[config.mk]
export PLATFORM = sky130hd
export DESIGN_NAME = fcw_out_fifo_flat
export DESIGN_NICKNAME = d
export VERILOG_FILES = /design/src/design/fcw_pkg.sv /design/src/design/fcw_intf.sv /design/src/design/fcw_out_fifo.sv /design/src/flat_wrapper.sv
export SDC_FILE = /design/constraint.sdc
export NUM_CORES = 1
export LEC_CHECK = 0
export ABC_CLOCK_PERIOD_IN_PS = 2810
export BUFFER_PORTS_ARGS = -buffer_cell sky130_fd_sc_hd__clkbuf_2
export CORE_AREA = 8 8 142 144
export CTS_BUF_LIST = sky130_fd_sc_hd__clkbuf_4
export DETAILED_ROUTE_END_ITERATION = 8
export DIE_AREA = 0 0 150 152
export GPL_ROUTABILITY_DRIVEN = 0
export GPL_TIMING_DRIVEN = 0
export PLACE_DENSITY_LB_ADDON = 0.15
export REMOVE_ABC_BUFFERS = 1
export SLEW_MARGIN = 20
export SYNTH_ARGS = -nofsm -noshare
export SYNTH_HDL_FRONTEND = slang
export SYNTH_SLANG_ARGS = --single-unit
[constraint.sdc]
create_clock -name i_clk -period 2.81 [get_ports i_clk]
set_input_delay 0.281 -clock i_clk [delete_from_list [all_inputs] [get_ports i_clk]]
set_output_delay 0.281 -clock i_clk [all_outputs]
set_load 0.005 [all_outputs]
[src/design/fcw_pkg.sv]
// Types and constants shared by the FAT12 cluster chain walker.
// No dependencies; compile first.
package fcw_pkg;

    // Item function codes; code 3 is unused and behaves as a load without a write.
    localparam logic [1:0] FUNC_LOAD = 2'd0;
    localparam logic [1:0] FUNC_OPEN = 2'd1;
    localparam logic [1:0] FUNC_ADV  = 2'd2;

    // Configuration register indexes.
    typedef enum logic {
        CFG_DATA_START = 1'b0,
        CFG_SPC        = 1'b1
    } t_cfg_idx;

    localparam logic [11:0] END_MARK   = 12'hFF8;
    localparam logic [11:0] OOR_ENTRY  = 12'hFFF;
    localparam logic [15:0] ENTRY_MASK = 16'h0FFF;

    localparam int unsigned OUT_DEPTH = 4;
    localparam int unsigned OUT_AW    = 2;

    typedef struct packed {
        logic [31:0] lba;
        logic [11:0] cluster;
        logic        end_of_chain;
    } t_result;

endpackage

[src/design/fcw_intf.sv]


interface fcw_out_if;
    logic        valid;
    logic        ready;
    logic [31:0] lba;
    logic [11:0] cluster;
    logic        end_of_chain;

    modport source (output valid, lba, cluster, end_of_chain, input ready);
    modport sink   (input valid, lba, cluster, end_of_chain, output ready);
endinterface


[src/design/fcw_out_fifo.sv]
// Result queue that parts the compute pipeline from the result channel.
// Depends on fcw_pkg and fcw_out_if.
module fcw_out_fifo
    import fcw_pkg::*;
(
    input  logic              i_clk,
    input  logic              i_rst_n,
    input  logic              i_push,
    input  t_result           i_data,
    output logic [OUT_AW:0]   o_count,
    fcw_out_if.source         o_res
);
    t_result           r_mem [OUT_DEPTH];
    logic [OUT_AW-1:0] r_head;
    logic [OUT_AW-1:0] r_tail;
    logic [OUT_AW:0]   r_count;
    logic [OUT_AW-1:0] n_head;
    logic [OUT_AW-1:0] n_tail;
    logic [OUT_AW:0]   n_count;
    logic              w_pop;

    assign w_pop = o_res.valid && o_res.ready;

    always_comb begin
        n_head  = w_pop  ? r_head + OUT_AW'(1) : r_head;
        n_tail  = i_push ? r_tail + OUT_AW'(1) : r_tail;
        n_count = r_count + (OUT_AW+1)'(i_push) - (OUT_AW+1)'(w_pop);
    end

    always_ff @(posedge i_clk) begin
        if (!i_rst_n) begin
            r_head  <= '0;
            r_tail  <= '0;
            r_count <= '0;
        end else begin
            r_head  <= n_head;
            r_tail  <= n_tail;
            r_count <= n_count;
        end
    end

    always_ff @(posedge i_clk) begin
        if (i_push) begin
            r_mem[r_tail] <= i_data;
        end
    end

    assign o_count            = r_count;
    assign o_res.valid        = (r_count != '0);
    assign o_res.lba          = r_mem[r_head].lba;
    assign o_res.cluster      = r_mem[r_head].cluster;
    assign o_res.end_of_chain = r_mem[r_head].end_of_chain;

endmodule

[src/flat_wrapper.sv]
// flat-port wrapper written by rule: the top's interface ports become plain ports
module fcw_out_fifo_flat import fcw_pkg::*;
  (i_clk, i_rst_n, i_push, i_data, o_count, o_res_valid, o_res_lba, o_res_cluster, o_res_end_of_chain, o_res_ready);
  fcw_out_if o_res_i ();
  input  logic i_clk;
  input  logic i_rst_n;
  input  logic i_push;
  input  t_result i_data;
  output logic [OUT_AW:0] o_count;
  output wire logic [$bits(o_res_i.valid)-1:0] o_res_valid;
  output wire logic [$bits(o_res_i.lba)-1:0] o_res_lba;
  output wire logic [$bits(o_res_i.cluster)-1:0] o_res_cluster;
  output wire logic [$bits(o_res_i.end_of_chain)-1:0] o_res_end_of_chain;
  input wire logic [$bits(o_res_i.ready)-1:0] o_res_ready;
  assign o_res_valid = o_res_i.valid;
  assign o_res_lba = o_res_i.lba;
  assign o_res_cluster = o_res_i.cluster;
  assign o_res_end_of_chain = o_res_i.end_of_chain;
  assign o_res_i.ready = o_res_ready;
  fcw_out_fifo u_core (.i_clk(i_clk), .i_rst_n(i_rst_n), .i_push(i_push), .i_data(i_data), .o_count(o_count), .o_res(o_res_i));
endmodule
After elaboration in Yosys (flattened, before gate mapping). Memories as Yosys holds them, arrays and structs flattened. A register that Yosys moved wholly into a read port is not among the register bits. Cells that the tools add are included.

Word-level logic and storage cells: 14. Bits of input ports: 49. Register bits after elaboration: 7. Memory bits (writable): 180. Output and inout bits: 49. Memories: 1.

Memory list: u_core.r_mem (words 4, bits a word 45, read ports 1, clocked after memory_dff 1, write ports 1, line fcw_out_fifo.sv:13) `t_result r_mem [OUT_DEPTH];`.

Reduce and logical (&&, ||, !) cells: 2. Mux-type cells: 4. $add $sub $neg: 4.

Operators by type and width (number): 2-bit by 1-bit adder with 2-bit output (second input constant) (2); 2-bit two-way mux (2); 3-bit by 1-bit adder with 3-bit output (1); 3-bit nonzero test (1); 3-bit by 1-bit subtractor with 3-bit output (1); 1-bit two-way mux (2); 1-bit logical AND (1).

Depth between registers and ports, before layout.
Depth after elaboration: 4. Gate-level depth with buffers: 7. Gate-level depth less buffers: 7.

Worst setup path after synthesis. OpenSTA, ideal clock, no wires.

Path type: reg-to-reg. Start: register u_core.r_tail[0]. End: memory u_core.r_mem[2][0] in the netlist's numbering, enable pin. Setup time: 0.407 ns. Cell stages (with the launch flop): 4. Path buffers: 0. Slack: 0.782 ns. Data arrival time: 1.621 ns. Clock period less this slack: 2.028 ns. Path through: dfxtp_1 inv_1 ha_1 and2_1.

RTL lines: start: declaration (line fcw_out_fifo.sv:15) `logic [OUT_AW-1:0] r_tail;`; start signal: assignment (line fcw_out_fifo.sv:37) `r_tail <= n_tail;`; end: declaration (line fcw_out_fifo.sv:13).

No word-level cell before the write port.

==> metrics.cfg <==
[status]
outcome=finished clean

[global_routing]
grt_pass1_vias=3626
track_usage_pct=11.80
grt_pass1_wl_mm=19.93
antenna_found_initial=0
overflow=0
grt_max_degree=33

[clock_network]
clkSinkCount=189
clk_path_buf_depth=2
cts-root-buf=clkbuf_4
ctsResizeCount=0
cts-buffers-inserted=17
tritoncts=yes
clk_pin_slew_ps=140
clk_latency_ps=550
htree_levels=4

[drt]
wl_mm=12.79
wl_per_cell_um=18.84
antenna_left=0
drt_iter0_markers=158
num_vias=3307
first_pass_iters=6
via_per_inst=4.870
drcViolationCount=0

[cells_and_area]
layout.nets=493
diodes=0
area_growth_pct=21.20
drive_gt1_share_pct=39.78

[critical_path]
critPathMaxFanout=27
cp_num_buf_inv=2
worst-r2r-setup-slack_ps=760
end_kind=output pin
arrival_ps=2250
worstPathRequired_ps=2530
r2r_start=u_core.o_count[1]
path_delay_family=flip-flops
path_class=register to output pin
critPathLaunchType=register
timing.rr.end=u_core.o_count[2]
rr_worst_depth=7
cp_cell_sequence=buf_16 > mux4_1 > clkbuf_2
crit_path_max_incr_delay_ps=640
slowest_stage=dfxtp_4

[floorplanning]
initial_utilization_pct=39.50
ios=98
row_count=49
die_h_um=152
core_area_um2=17780
die_x_um=150
dieArea_um2=22800

[timing]
finalHoldViolations=0
skew_ps=13.56
holdWs_ps=88.37
setup_slack_ps=278.9
grt_setup_unrepaired=no
tightest_slew_ps=458.3
maxSlewHeadroom_pct=69.06
drv_slew=0
setup_viol=0
fmax_ghz=0.3951
period_share_pct=90.08
post-route-min-period_ps=2531

[synthesis]
synth_area_leaders=edfxtp_1 77%, mux4_2 13%, dfxtp_1 2.6%
yosysSeqAreaShare_pct=79.53
ys_seq_elements=189
yosys_warnings=0
synth-edff-count=180
yosysMostFrequentCell=edfxtp_1
synth_flop_cell=edfxtp_1
ys_types=21
postSynth.asyncResetShare_pct=0
syn_inst=279
yosysTopAreaCell=edfxtp_1
synth_commonest_cells=180 x edfxtp_1, 40 x mux4_2, 9 x dfxtp_1
syn_avg_cell_area_um2=25.17
netlist_area_um2=7023
synth_top_area_share_pct=76.96

[placement]
place_worst_setup_slack_ps=764.4
io_buffers=97
hpwlAfterDp_mm=7.919

[job]
max_cap_viol_count=0

[hold_path]
hold_start=o_res_ready
hp-class=primary input to register
holdPathStages=3

[power_and_ir_drop]
ir_drop_mv=0.4872
powerDensity_nw_per_um2=680.3
p_leak_nw=2.924

[power by group]
part	switching, mW	internal [mW]
Sequential	0.129	3.25
Combinational	0.491	0.683
Clock	0.852	0.386
[kinds of logic after synthesis]
logic type      synth area share, %
buf+inv                       1.978
compound gates               0.2495
mux                           15.27
fa+ha+maj                     1.354
simple gates                  1.176
flops                         79.53
xor+xnor                     0.4454
[cell usage in the layout (no fill, tap or decap), types with 4 or more instances in the layout]
master	count
inv_1	6
clkinv_2	4
ha_1	6
and2_4	4
clkbuf_4	21
dlygate4sd3_1	46
clkbuf_2	97
mux2i_1	4
edfxtp_1	180
buf_12	5
dfxtp_1	7
mux4_1	5
and2_1	4
mux4_2	40
[routing by layer]
| metal | vias up | share of wire [%] | wire length (um) | track usage, % |
|---|---|---|---|---|
| li1 | 1496 | - | - | - |
| met1 | 1713 | 41 | 5237 | 13.90 |
| met2 | 83 | 52 | 6655 | 19.81 |
| met3 | 15 | 5.5 | 703 | 3.564 |
| met4 | 0 | 1.5 | 198 | 4.571 |
| met5 | - | 0 | 0 | 0 |
[tightest hold or removal path, cell delays in order]
cell and delay [ps]:
clkbuf_2 90, o311ai_0 130, mux2i_1 100
[metrics by stage]
step / power, mW / TNS [ps] / instances / cell area (um^2) / utilization, %
after floorplan: 4.081 / -1994 / 269 / 6907 / -
after global placement: 4.602 / -97230 / 595 / 7679 / 43.19
after detailed placement: 4.624 / 0 / 601 / 7824 / 44.00
after CTS: 5.917 / 0 / 679 / 8512 / 47.87
after global routing: 6.109 / 0 / 679 / 8512 / 47.87
final: 5.791 / 0 / 679 / 8512 / 47.87
[final cells by class]
cell class                      count  area (um^2)
Clock buffer                       21        157.7
Multi-Input combinational cell     74         1309
Timing Repair Buffer              149         1074
Clock inverter                     11        70.07
Sequential cell                   189         5593
Fill cell                        1513         9268
Inverter                            6        22.52
Tap cell                          229        286.5
[flip-flops by register name, summed over array words and instances (netlist names), named ones only]
signal / flops
u_core.o_count: 3
u_core.r_head: 2
u_core.r_mem: 180
u_core.r_tail: 2
[worst max path at each step]
| stage | from | to | slack [ps] | cells after the start |
|---|---|---|---|---|
| 2_1_floorplan | register | o_res_cluster[0] | -90 | 1 |
| 3_3_place_gp | register | o_res_cluster[2] | -1330 | 2 |
| 3_5_place_dp | u_core.o_count[1] | u_core.o_count[2] | 760 | 7 |
| 4_1_cts | register | o_res_lba[31] | 130 | 3 |
| 5_1_grt | register | o_res_lba[31] | 50 | 3 |
| 6_report | register | o_res_lba[31] | 280 | 3 |
[what timing repair did]
item / CTS / global route
hold buffers: 46 / 0
setup endpoints to repair: 0 / 0
buffers inserted: 0 / 0
hold endpoints to repair: 185 / 0
No activity file was read; power rests on OpenSTA's default activity.
